--- src/rtl/core/rvc_pkg.sv ---
`timescale 1ns / 1ps
// ----------------------------------------------------------------------------
// rvc_pkg - shared types and constants for the ray voxel carving block
// Controller states, phases, command and status bundles, register indexes.
// ----------------------------------------------------------------------------
package rvc_pkg;

   localparam int WORD_W  = 32;
   localparam int TIME_W  = 64;
   localparam int REL_W   = 40;
   localparam int BOX_W   = 33;
   localparam int VIDX_W  = 18;
   localparam int CSR_IDX_W = 3;

   localparam int MUL_STEPS = 32;
   localparam int DIV_STEPS = 64;

   // entry point clamps
   localparam logic signed [TIME_W-1:0] REL_LIM  = 64'sd274877906944;   // 2^38
   localparam logic [62:0]              PROD_LIM = 63'h4000000000000000; // 2^62

   // configuration register indexes
   localparam logic [CSR_IDX_W-1:0] CSR_VOXEL_SIZE = 3'd0;
   localparam logic [CSR_IDX_W-1:0] CSR_BOX_MIN_X  = 3'd1;
   localparam logic [CSR_IDX_W-1:0] CSR_BOX_MIN_Y  = 3'd2;
   localparam logic [CSR_IDX_W-1:0] CSR_BOX_MIN_Z  = 3'd3;
   localparam logic [CSR_IDX_W-1:0] CSR_BOX_MAX_X  = 3'd4;
   localparam logic [CSR_IDX_W-1:0] CSR_BOX_MAX_Y  = 3'd5;
   localparam logic [CSR_IDX_W-1:0] CSR_BOX_MAX_Z  = 3'd6;

   localparam logic [1:0] AXIS_X = 2'd0;
   localparam logic [1:0] AXIS_Z = 2'd2;

   typedef enum logic [3:0] {
      ST_CLEAR,
      ST_IDLE,
      ST_READ,
      ST_GO,
      ST_WAIT,
      ST_MERGE,
      ST_BOUND,
      ST_WALK,
      ST_RESP
   } state_type;

   typedef enum logic [2:0] {
      PH_SLAB_N,
      PH_SLAB_F,
      PH_ENT_MUL,
      PH_ENT_DIV,
      PH_ENT_T,
      PH_ENT_DT
   } phase_type;

   typedef struct packed {
      logic      clear_step;
      logic      load;
      logic      rd_issue;
      logic      start;
      logic      capture;
      logic      merge;
      logic      bound;
      logic      walk_step;
      phase_type phase;
      logic [1:0] axis;
   } ctrl_cmd_type;

   typedef struct packed {
      logic clear_last;
      logic unit_done;
      logic miss;
      logic walk_done;
   } ctrl_sts_type;

endpackage

--- src/rtl/core/rvc_ctrl.sv ---
`timescale 1ns / 1ps
// ----------------------------------------------------------------------------
// rvc_ctrl - sequencer for the ray voxel carving block
// Clearing pass, read, slab test, entry setup per axis and the voxel walk.
// ----------------------------------------------------------------------------
module rvc_ctrl
   import rvc_pkg::*;
(
   input  logic         clock,
   input  logic         reset,
   input  logic         req_valid,
   input  logic         req_func,
   output logic         req_ready,
   output logic         rsp_valid,
   input  logic         rsp_ready,
   output ctrl_cmd_type cmd,
   input  ctrl_sts_type sts
);

   state_type  state_ff, state_in;
   phase_type  phase_ff, phase_in;
   logic [1:0] axis_ff, axis_in;

   always_ff @(posedge clock) begin
      if (reset) begin
         state_ff <= ST_CLEAR;
         phase_ff <= PH_SLAB_N;
         axis_ff  <= AXIS_X;
      end else begin
         state_ff <= state_in;
         phase_ff <= phase_in;
         axis_ff  <= axis_in;
      end
   end

   // next state
   always_comb begin
      state_in = state_ff;
      phase_in = phase_ff;
      axis_in  = axis_ff;
      unique case (state_ff)
         ST_CLEAR: begin
            if (sts.clear_last) state_in = ST_IDLE;
         end
         ST_IDLE: begin
            if (req_valid) begin
               if (req_func) begin
                  state_in = ST_READ;
               end else begin
                  state_in = ST_GO;
                  phase_in = PH_SLAB_N;
                  axis_in  = AXIS_X;
               end
            end
         end
         ST_READ: state_in = ST_RESP;
         ST_GO:   state_in = ST_WAIT;
         ST_WAIT: begin
            if (sts.unit_done) begin
               unique case (phase_ff)
                  PH_SLAB_N: begin
                     state_in = ST_GO;
                     phase_in = PH_SLAB_F;
                  end
                  PH_SLAB_F: begin
                     if (axis_ff == AXIS_Z) begin
                        state_in = ST_MERGE;
                     end else begin
                        state_in = ST_GO;
                        phase_in = PH_SLAB_N;
                        axis_in  = axis_ff + 1'b1;
                     end
                  end
                  PH_ENT_MUL: begin
                     state_in = ST_GO;
                     phase_in = PH_ENT_DIV;
                  end
                  PH_ENT_DIV: state_in = ST_BOUND;
                  PH_ENT_T: begin
                     state_in = ST_GO;
                     phase_in = PH_ENT_DT;
                  end
                  PH_ENT_DT: begin
                     if (axis_ff == AXIS_Z) begin
                        state_in = ST_WALK;
                     end else begin
                        state_in = ST_GO;
                        phase_in = PH_ENT_MUL;
                        axis_in  = axis_ff + 1'b1;
                     end
                  end
                  default: state_in = ST_IDLE;
               endcase
            end
         end
         ST_MERGE: begin
            if (sts.miss) begin
               state_in = ST_RESP;
            end else begin
               state_in = ST_GO;
               phase_in = PH_ENT_MUL;
               axis_in  = AXIS_X;
            end
         end
         ST_BOUND: begin
            state_in = ST_GO;
            phase_in = PH_ENT_T;
         end
         ST_WALK: begin
            if (sts.walk_done) state_in = ST_RESP;
         end
         ST_RESP: begin
            if (rsp_ready) state_in = ST_IDLE;
         end
         default: state_in = ST_IDLE;
      endcase
   end

   // outputs
   always_comb begin
      cmd           = '0;
      cmd.phase     = phase_ff;
      cmd.axis      = axis_ff;
      req_ready     = 1'b0;
      rsp_valid     = 1'b0;
      unique case (state_ff)
         ST_CLEAR: cmd.clear_step = 1'b1;
         ST_IDLE: begin
            req_ready = 1'b1;
            cmd.load  = req_valid;
         end
         ST_READ:  cmd.rd_issue  = 1'b1;
         ST_GO:    cmd.start     = 1'b1;
         ST_WAIT:  cmd.capture   = sts.unit_done;
         ST_MERGE: cmd.merge     = 1'b1;
         ST_BOUND: cmd.bound     = 1'b1;
         ST_WALK:  cmd.walk_step = 1'b1;
         ST_RESP:  rsp_valid     = 1'b1;
         default:  cmd           = '0;
      endcase
   end

endmodule

--- config.mk ---
export PLATFORM = sky130hd
export DESIGN_NAME = rvc_ctrl
export DESIGN_NICKNAME = d
export VERILOG_FILES = /design/src/rtl/core/rvc_pkg.sv /design/src/rtl/core/rvc_ctrl.sv
export SDC_FILE = /design/constraint.sdc
export NUM_CORES = 1
export LEC_CHECK = 0
export BUFFER_PORTS_ARGS = -buffer_cell sky130_fd_sc_hd__buf_4
export CORE_MARGIN = 2
export CORE_UTILIZATION = 49
export CTS_CLUSTER_DIAMETER = 200
export DETAILED_ROUTE_END_ITERATION = 6
export PLACE_DENSITY = 0.78
export SLEW_MARGIN = 20
export SYNTH_ARGS = -nofsm -noshare
export SYNTH_HDL_FRONTEND = slang
export SYNTH_SLANG_ARGS = --single-unit
--- constraint.sdc ---
create_clock -name clock -period 2.6 [get_ports clock]
set_input_delay 0.26 -clock clock [delete_from_list [all_inputs] [get_ports clock]]
set_output_delay 0.26 -clock clock [all_outputs]
set_load 0.01 [all_outputs]
==> summary.md, run 1 <==
| Metric | Value |
|---|---|
| Yosys synthesis warning count | `0` |
| DPL Wire Length | `between 1000 and 1500 um` |
| Worst path required time | `2.34 ns` |
| Worst hold stages | `2` |
| Crit Path Category | `reg -> out` |
| Yosys cell types | `42` |
| Run status | `complete, no violations` |
| RD Place Congestion | `0.9231` |
| Clk sinks | `9` |
| # setup viols final | `0` |
| Setup tns final | `0 ns` |
| Clock Path Buffers | `2` |
| Pre-antenna DRT Iters | `4` |
| Ports | `24` |
| Root Buffer | `clkbuf_4` |
| Vias | `803` |
| Post-synthesis net count | `112` |
| Fin crit share | `82.32%` |
| Initial antenna violation count | `0` |
| Commonest non-fill, non-tap cell in the layout | `buf_4` |
| DR iter-0 viols | `13` |
| Worst hold path startpoint | `reset` |
| Yosys top cell by area | `dfxtp_1` |
| Post-CTS Setup Bufs | `0` |
| Commonest non-fill, non-tap cells in the layout | `buf_4, nor3_1, dfxtp_1` |
| Post-synth EDFFs | `0` |
| Die width | `43.57 um` |
| Slowest stage cell on the critical path | `nor4b_1` |
| Finished Core Util | `63.53%` |
| Antenna-violating nets left | `0` |
| Vias per std cell | `5.819` |
| VDD IR max | `approximately 0.31 mV` |
| Register area | `180.2 um2` |
| XOR/XNOR Fraction of Synth Area | `0%` |
| Initial core utilization | `51.51%` |
| Fin. Hold Viols | `0` |
| Levels on crit path | `3` |
| Worst hold slack | `between 0.2 and 0.25 ns` |
| Clock Latency Late Sink | `0.26 ns` |
| First-pass GRT wire length | `between 3000 and 4000 um` |
| Top cells by area, synth | `dfxtp_1, nor3_1, nand2b_1` |
| Final Non-Filler Cells | `roughly 140` |
| Row count | `14` |
| WL per Instance | `between 10 and 15 um` |
| Slew headroom | `49.77%` |
| Max_cap viols | `0` |
| Largest net degree at the start of global routing | `18` |
| Mapped cell area | `about 770 um2` |
| CTS tree | `built` |
| Worst Path Max Fanout | `17` |
| Slowest cell delay on critical path | `~0.67 ns` |
| Slew Viols, Final | `0` |
| Flops & latches, synth | `9` |
| Post-place setup slack | `0.5720 ns` |
| Final net count | `133` |
| Setup slack after layout | `~0.46 ns` |
| Post-synthesis async set-or-reset flop share | `0%` |
| Crit path time final | `2.140 ns` |
| Critical Path, Cell by Cell | `nor4b_1 -> and2_1 -> buf_4` |
| Mux share of post-synthesis cell area | `between 5 and 6%` |
| Synth Area per Inst | `7.519 um2` |
| Share of cells above drive strength 1 | `27.05%` |
| Die area | `approximately 1900 um2` |
| Simple-gate area share of the yosys netlist | `39.97%` |
| Delay-heaviest family, CP | `simple AND/OR/NAND/NOR gates` |
| Worst setup EP type | `primary output` |
| Cells on worst reg2reg path | `5` |
| Post-CTS resize count | `0` |
| CP startpoint | `state_ff[2]` |
| DRC | `0` |
| Core Area | `1489 um2` |
| Sequential element share of the synthesized area | `23.49%` |
| Synth top area share | `between 20% and 30%` |
| Inst Count DP | `approximately 130` |
| Compound-Gate Fraction of Synth Area | `21.86%` |
| Reg2reg start | `state_ff[2]` |
| Vias in the first global route | `749` |
| Die Span Y | `43.57 um` |
| Diodes inserted | `0` |
| Max Clock Skew | `0.008467 ns` |
| CTS H-Tree Depth | `1` |
| GRT overflow | `0` |
| Ys flop type | `dfxtp_1` |
| Multi-input gate area | `528.0 um2` |
| Hold Buf Count CTS | `0` |
| Synth Area in Adders | `1.631%` |
| Hold/Removal Path Class | `in -> reg` |
| Area grow syn2layout | `23.33%` |
| Port bufs | `23` |
| Worst Path Buf+Inv | `1` |
| Leak Pwr | `0.3865 nW` |
| Largest family of logic cells by synthesized area | `simple AND/OR/NAND/NOR gates` |
| Number of fill cells | `161` |
| Clk pin slew, worst setup/hold paths | `0.07 ns` |
| Worst-margin pin slew | `0.7430 ns` |
| RSZ-0062 raised after global routing | `no` |
| Final wirelength | `1920 um` |
| FMAX | `between 400 and 500 MHz` |
| TritonCTS buffer count | `3` |
| Post-Syn Instances | `102` |
| Setup crit start kind | `register` |
| Worst EP arrival | `1.88 ns` |
| Tot GR Track Use | `23.63%` |
| Total power density per cell area | `429.1 nW/um2` |
stage by stage:
stage                     total power [mW]  cell area (um2)
after floorplan                     0.2547            767.0
after global placement              0.2944            919.6
after detailed placement            0.2967            919.6
after CTS                           0.4093            945.9
after global routing                0.4340            945.9
final                               0.4059            945.9
worst reg2reg max path, stage by stage, from the launching register on:
cell	delay [ns]
dfxtp_1	0.61
or3b_1	0.21
a211oi_2	0.10
or4_4	0.53
a2111oi_0	0.40
nor3_1	0.09
final timing paths:
kind,endpoint,slack (ns)
worst min-delay path,phase_ff[2],0.24
worst min register to register,axis_ff[1],0.54
worst max register to register,state_ff[0],0.54
worst max-delay path,cmd[8],0.46
layer usage:
| metal | global-route usage (%) | routed length, um | vias up |
|---|---|---|---|
| li1 | - | - | 409 |
| met1 | 30.67 | 880 | 367 |
| met2 | 37.35 | 909 | 22 |
| met3 | 3.750 | 99 | 5 |
| met4 | 12.73 | 31 | 0 |
| met5 | 0 | 0 | - |
synth_stat cells (2+ instances only):
cell type,count
nand2_1,5
or3b_1,2
mux2i_1,3
a2111oi_0,2
nor3_1,9
nand2b_1,7
nor4_1,2
dfxtp_1,9
o21ai_0,4
a21oi_1,4
nor2_1,8
a31oi_1,5
and2_1,6
o21a_1,2
inv_1,5
buf_2,2
clkbuf_1,2
flip-flops by register name, indices dropped and copies added (netlist names):
signal,cells
axis_ff,2
state_ff,4
phase_ff,3
report_power, final:
part	internal, mW	total, mW	switching (mW)
logic	0.0672	0.134	0.0666
registers	0.143	0.162	0.0192
clock network	0.0592	0.110	0.0505
final cells by class:
cell class	count	share of cell area, %
Multi-Input combinational cell	81	55.82
Clock buffer	4	2.778
Sequential cell	9	19.05
Timing Repair Buffer	23	18.25
Inverter	5	1.984
Tap cell	16	2.116
kinds of logic (layout without fill, tap and decap cells):
kind of cell,Yosys count,in the layout
compound gates,24,24
fa+ha+maj,1,1
buf+inv,12,32
flops,9,9
mux,4,4
simple gates,52,52
(Power assumes the default switching activity.)
==> run 2, diff against run 1 <==
==> constraint.sdc (replaced) <==
create_clock -name clock -period 2.2 [get_ports clock]
set_input_delay 0.22 -clock clock [delete_from_list [all_inputs] [get_ports clock]]
set_output_delay 0.22 -clock clock [all_outputs]
set_load 0.01 [all_outputs]
==> run 2 against run 1 <==
Global-route usage down 0.68 points. Sequential power up 18%. Non-clock buffer count up 2. Via count up 2.9%. Flip-flop and latch count unchanged. Critical path type is now reg -> reg. Largest power group unchanged.
==> summary.md, run 2 (same netlist as run 1, synthesis figures left out) <==
| Metric | Value |
|---|---|
| Fin crit share | `92.47%` |
| Max_cap viols | `0 (unchanged)` |
| Slew Viols, Final | `0 (unchanged)` |
| Cells on worst reg2reg path | `5 (unchanged)` |
| Vias per std cell | `5.900 (+1.4%)` |
| First-pass GRT wire length | `3312 um (-0.81%)` |
| Slew headroom | `50.44% (+0.67 points)` |
| Fin. Hold Viols | `0 (unchanged)` |
| Worst path required time | `2.35 ns (about the same)` |
| Post-CTS resize count | `0 (unchanged)` |
| Clk sinks | `9 (unchanged)` |
| DR iter-0 viols | `29 (+16)` |
| VDD IR max | `0.3702 mV (+18%)` |
| Die Span Y | `43.57 um (unchanged)` |
| Port bufs | `23 (unchanged)` |
| Largest net degree at the start of global routing | `18 (unchanged)` |
| Top reg by flops | `state_ff` |
| Worst setup EP type | `register` |
| Met3 GRT Util | `3.750% (unchanged)` |
| Number of fill cells | `139 (-14%)` |
| Final net count | `135 (+1.5%)` |
| Final wirelength | `1915 um (-0.26%)` |
| Root Buffer | `clkbuf_4` |
| DP Area | `934.6 um2 (+1.6%)` |
| Ports | `24 (unchanged)` |
| Max Clock Skew | `0.003706 ns (-0.004760 ns)` |
| Combinational share of power | `33.2% (+0.2 points)` |
| Pre-antenna DRT Iters | `4 (unchanged)` |
| Run status | `complete, no violations` |
| Diodes inserted | `0 (unchanged)` |
| Internal power | `320.0 uW (+19%)` |
| M2 GR Usage | `36.47% (-0.88 points)` |
| Leak Pwr | `0.4018 nW (+3.9%)` |
| FMAX | `491.6 MHz` |
| GR Layer Usage met1 | `31.19% (+0.52 points)` |
| DPL Wire Length | `1434 um (-1.5%)` |
| Antenna-violating nets left | `0 (unchanged)` |
| DRC | `0 (unchanged)` |
| R2r setup slk | `0.17 ns (-0.37 ns)` |
| Die area | `1898 um2 (unchanged)` |
| Initial core utilization | `51.51% (unchanged)` |
| Crit path time final | `2.034 ns` |
| WL per Instance | `13.68 um (-1.7%)` |
| Die width | `43.57 um (unchanged)` |
| Vias | `826 (+2.9%)` |
| Switching Share | `34.86% (+1.3 points)` |
| Grt peak-use layer | `met2` |
| Clk pwr share | `28.0% (+1.0 points)` |
| Worst EP arrival | `2.18 ns (+0.30 ns)` |
| TritonCTS buffer count | `3 (unchanged)` |
| NetSw | `171.2 uW (+26%)` |
| Core Area | `1489 um2 (unchanged)` |
| Hold Buf Count CTS | `0 (unchanged)` |
| RSZ-0062 raised after global routing | `no` |
| Final instance area | `967.2 um2 (+2.2%)` |
| Worst hold stages | `2 (unchanged)` |
| Setup tns final | `0 ns (unchanged)` |
| Largest regs | `state_ff (4), phase_ff (3), axis_ff (2)` |
| Clock Path Buffers | `2 (unchanged)` |
| Crit Path Category | `reg -> reg` |
| Commonest non-fill, non-tap cells in the layout | `buf_4, nor2_1, nor3_1, dfxtp_1, nand2b_1` |
| Sequential share of power | `38.8% (-1.2 points)` |
| Total power density per cell area | `507.8 nW/um2 (+18%)` |
| Hold/Removal Path Class | `in -> reg` |
| Area grow syn2layout | `26.10%` |
| Vias in the first global route | `726 (-3.1%)` |
| # setup viols final | `0 (unchanged)` |
| Share of cells above drive strength 1 | `29.84% (+2.8 points)` |
| CTS tree | `built` |
| Tot GR Track Use | `22.95% (-0.68 points)` |
| Clk pin slew, worst setup/hold paths | `0.07 ns (about the same)` |
| Setup crit start kind | `register` |
| CTS H-Tree Depth | `1 (unchanged)` |
| Clock Latency Late Sink | `0.27 ns (about the same)` |
| Post-CTS Setup Bufs | `0 (unchanged)` |
| Row count | `14 (unchanged)` |
| Worst Path Max Fanout | `10 (-7)` |
| Commonest non-fill, non-tap cell in the layout | `buf_4` |
| RD Place Congestion | `0.9311 (+0.87%)` |
| Initial antenna violation count | `0 (unchanged)` |
| Worst-margin pin slew | `0.7366 ns (-0.006420 ns)` |
| GRT overflow | `0 (unchanged)` |
| Max FFs per register | `4 (unchanged)` |
==> run 2: cell types whose count changed in the layout (fill, tap and decap cells not counted), sizes merged <==
cell / before / now
buf: 23 / 25
==> run 2: routing by layer <==
metal | up-vias | wire, um
li1 | 414 | -
met5 | - | 0
met2 | 38 | 859
met3 | 4 | 153
met1 | 370 | 879
met4 | 0 | 23
==> run 2: path summary, 6_finish.rpt <==
kind / from / to
worst min register to register: axis_ff[0] / axis_ff[0]
worst max register to register: state_ff[3] / state_ff[0]
worst max-delay path: state_ff[3] / state_ff[0]
worst min-delay path: reset / state_ff[2]
==> run 2: area by class of cell <==
cell class,count,area (um2),share of cell area (%)
inverters,5,18.77,1.940
well taps,16,20.02,2.070
multi-input cells,81,533.0,55.11
clock buffers,4,26.28,2.717
flip-flops and latches,9,181.4,18.76
repair buffers,25,187.7,19.40
==> run 2: critical path, stage by stage (launching register included) <==
cell	delay [ns]
dfxtp_1	0.54
nand2b_1	0.28
nor3_1	0.13
or4_4	0.45
a2111oi_0	0.42
nor3_1	0.09
==> run 2: power by group through the flow <==
stage	Sequential [mW]	Combinational (mW)	Clock (mW)
global placement	0.193	0.155	0
CTS	0.190	0.161	0.136
floorplan	0.179	0.122	0
finish	0.191	0.163	0.138
global route	0.195	0.179	0.146
detailed placement	0.194	0.159	0
==> run 2: stage by stage <==
stage / setup WS [ns] / std cells / hold WS (ns) / util, % / total power, mW
after floorplan: 0.3652 / 102 / 0.4176 / - / 0.3010
after global placement: 0.2240 / 136 / 0.4776 / 62.77 / 0.3481
after detailed placement: 0.1670 / 136 / 0.4817 / 62.77 / 0.3533
after CTS: 0.1512 / 140 / 0.2020 / 64.54 / 0.4873
after global routing: 0.005834 / 140 / 0.2025 / 64.96 / 0.5192
final: 0.1657 / 140 / 0.1947 / 64.96 / 0.4912
==> run 3, diff against run 2 <==
==> constraint.sdc (replaced) <==
create_clock -name clock -period 2.3 [get_ports clock]
set_input_delay 0.23 -clock clock [delete_from_list [all_inputs] [get_ports clock]]
set_output_delay 0.23 -clock clock [all_outputs]
set_load 0.01 [all_outputs]
==> run 3 against run 2 <==
Global-route usage fell by 0.21 points. Fmax shrank 4.4%. Hold slack better by 0.013 ns. Combinational power shrank 6%. Die area unchanged. Routed wire length fell by 0.57%. Flip-flop and latch count did not move. First-iteration DRC count down 17%. Via count is 0.85% lower. Non-clock buffer count is 2 lower. Highest routed layer unchanged.
==> summary.md, run 3 (same netlist as run 1, synthesis figures left out) <==
| Metric | Value |
|---|---|
| Run status | `complete, no violations` |
| Clock Latency Late Sink | `0.27 ns (about the same)` |
| Share of cells above drive strength 1 | `27.05% (-2.8 points)` |
| Total power | `462.2 uW (-5.9%)` |
| Largest regs | `state_ff (4), phase_ff (3), axis_ff (2)` |
| Worst path required time | `2.44 ns (+0.09 ns)` |
| Fin. Hold Viols | `0 (unchanged)` |
| Row count | `14 (unchanged)` |
| Finished Core Util | `63.53% (-1.4 points)` |
| Post-CTS resize count | `0 (unchanged)` |
| Setup tns final | `0 ns (unchanged)` |
| Vias | `819 (-0.85%)` |
| Worst-margin pin slew | `0.6861 ns (-0.05047 ns)` |
| Initial core utilization | `51.51% (unchanged)` |
| Antenna-violating nets left | `0 (unchanged)` |
| Final wirelength | `1904 um (-0.57%)` |
| Tot GR Track Use | `22.74% (-0.21 points)` |
| VDD IR max | `0.3438 mV (-7.1%)` |
| TritonCTS buffer count | `3 (unchanged)` |
| Max Clock Skew | `0.003098 ns (-0.0006083 ns)` |
| Die width | `43.57 um (unchanged)` |
| Slew headroom | `53.84% (+3.4 points)` |
| Clk sinks | `9 (unchanged)` |
| Max FFs per register | `4 (unchanged)` |
| Clk pin slew, worst setup/hold paths | `0.06 ns (about the same)` |
| Diodes inserted | `0 (unchanged)` |
| Hold Buf Count CTS | `0 (unchanged)` |
| Final net count | `133 (-1.5%)` |
| # setup viols final | `0 (unchanged)` |
| Slowest cell delay on critical path | `0.63 ns (+0.09 ns)` |
| Worst Path Buf+Inv | `0 (unchanged)` |
| Worst EP arrival | `2.27 ns (+0.09 ns)` |
| Port bufs | `23 (unchanged)` |
| Commonest non-fill, non-tap cells in the layout | `buf_4, nor3_1, dfxtp_1` |
| RD Place Congestion | `0.9223 (-0.95%)` |
| Hold/Removal Path Class | `in -> reg` |
| Setup crit start kind | `register` |
| Post-CTS Setup Bufs | `0 (unchanged)` |
| Delay-heaviest family, CP | `simple AND/OR/NAND/NOR gates` |
| Area grow syn2layout | `23.33%` |
| Crit path time final | `2.128 ns (+0.09394 ns)` |
| Fin crit share | `92.53% (about the same)` |
| Max_cap viols | `0 (unchanged)` |
| CTS H-Tree Depth | `1 (unchanged)` |
| Slew Viols, Final | `0 (unchanged)` |
| Critical Path, Cell by Cell | `or3b_1 -> a211oi_2 -> or4_4 -> a2111oi_0 -> nor3_1` |
| DRC | `0 (unchanged)` |
| Worst setup EP type | `register` |
| Top reg by flops | `state_ff` |
| CTS tree | `built` |
| Core Area | `1489 um2 (unchanged)` |
| Crit Path Category | `reg -> reg` |
| GRT overflow | `0 (unchanged)` |
| Clock Path Buffers | `2 (unchanged)` |
| Die area | `1898 um2 (unchanged)` |
| Slowest stage cell on the critical path | `dfxtp_1` |
| Initial antenna violation count | `0 (unchanged)` |
| FMAX | `469.9 MHz (-4.4%)` |
| Commonest non-fill, non-tap cell in the layout | `buf_4` |
| DPL Wire Length | `1413 um (-1.5%)` |
| Pre-antenna DRT Iters | `4 (unchanged)` |
| DR iter-0 viols | `24 (-17%)` |
| RSZ-0062 raised after global routing | `no` |
| Largest net degree at the start of global routing | `18 (unchanged)` |
| Die Span Y | `43.57 um (unchanged)` |
| Vias per std cell | `5.935 (+0.59%)` |
| First-pass GRT wire length | `3263 um (-1.5%)` |
| Worst Path Max Fanout | `17 (+7)` |
| Root Buffer | `clkbuf_4` |
| Total power density per cell area | `488.6 nW/um2 (-3.8%)` |
| Ports | `24 (unchanged)` |
| Leak Pwr | `0.3865 nW (-3.8%)` |
| Vias in the first global route | `742 (+2.2%)` |
| WL per Instance | `13.80 um (+0.87%)` |
==> run 3: changes by cell type in the layout (fill, tap and decap cells not counted), sizes merged <==
| cell | delta |
|---|---|
| buf | -2 |
==> run 3: routing by layer <==
metal,vias up,global-route usage [%],wire [um]
met2,29,34.12,881
met4,0,10.30,34
li1,408,-,-
met3,7,4.583,145
met5,-,0,0
met1,375,31.28,843
==> run 3: final timing paths <==
path                                  start          end  slack [ns]  cells past startpoint
worst max-delay path            state_ff[2]  state_ff[0]        0.17                      5
worst min-delay path                  reset  phase_ff[2]        0.21                      2
worst max register to register  state_ff[2]  state_ff[0]        0.17                      5
worst min register to register   axis_ff[0]   axis_ff[0]        0.52                      2
==> run 3: worst reg2reg max path: cells and delay by family, from the launching register on <==
family,cells,cell delay (ns)
AO/OA/AOI/OAI,2,0.54
AND/OR/NAND/NOR,3,0.83
flip-flops,1,0.63
==> run 3: where the power goes <==
group	leakage, nW	switching [mW]	total [mW]	internal, mW
logic	0.299	0.0776	0.154	0.0760
registers	0.0728	0.0210	0.183	0.162
clock network	0.0150	0.0587	0.126	0.0671
==> run 3: layout make-up <==
class,count,area [um2]
Fill cell,146,543.0
Clock buffer,4,26.28
Tap cell,16,20.02
Sequential cell,9,180.2
Multi-Input combinational cell,81,528.0
Inverter,5,18.77
Timing Repair Buffer,23,172.7
==> run 3: stage by stage <==
step	cell area (um2)	std cells	worst slack, ns	hold slack (ns)
after detailed placement	919.6	134	0.1959	0.4855
after global routing	945.9	138	0.06363	0.2089
after floorplan	767.0	102	0.4652	0.4276
final	945.9	138	0.1718	0.2073
after global placement	919.6	134	0.3340	0.4862
after CTS	945.9	138	0.1823	0.2037
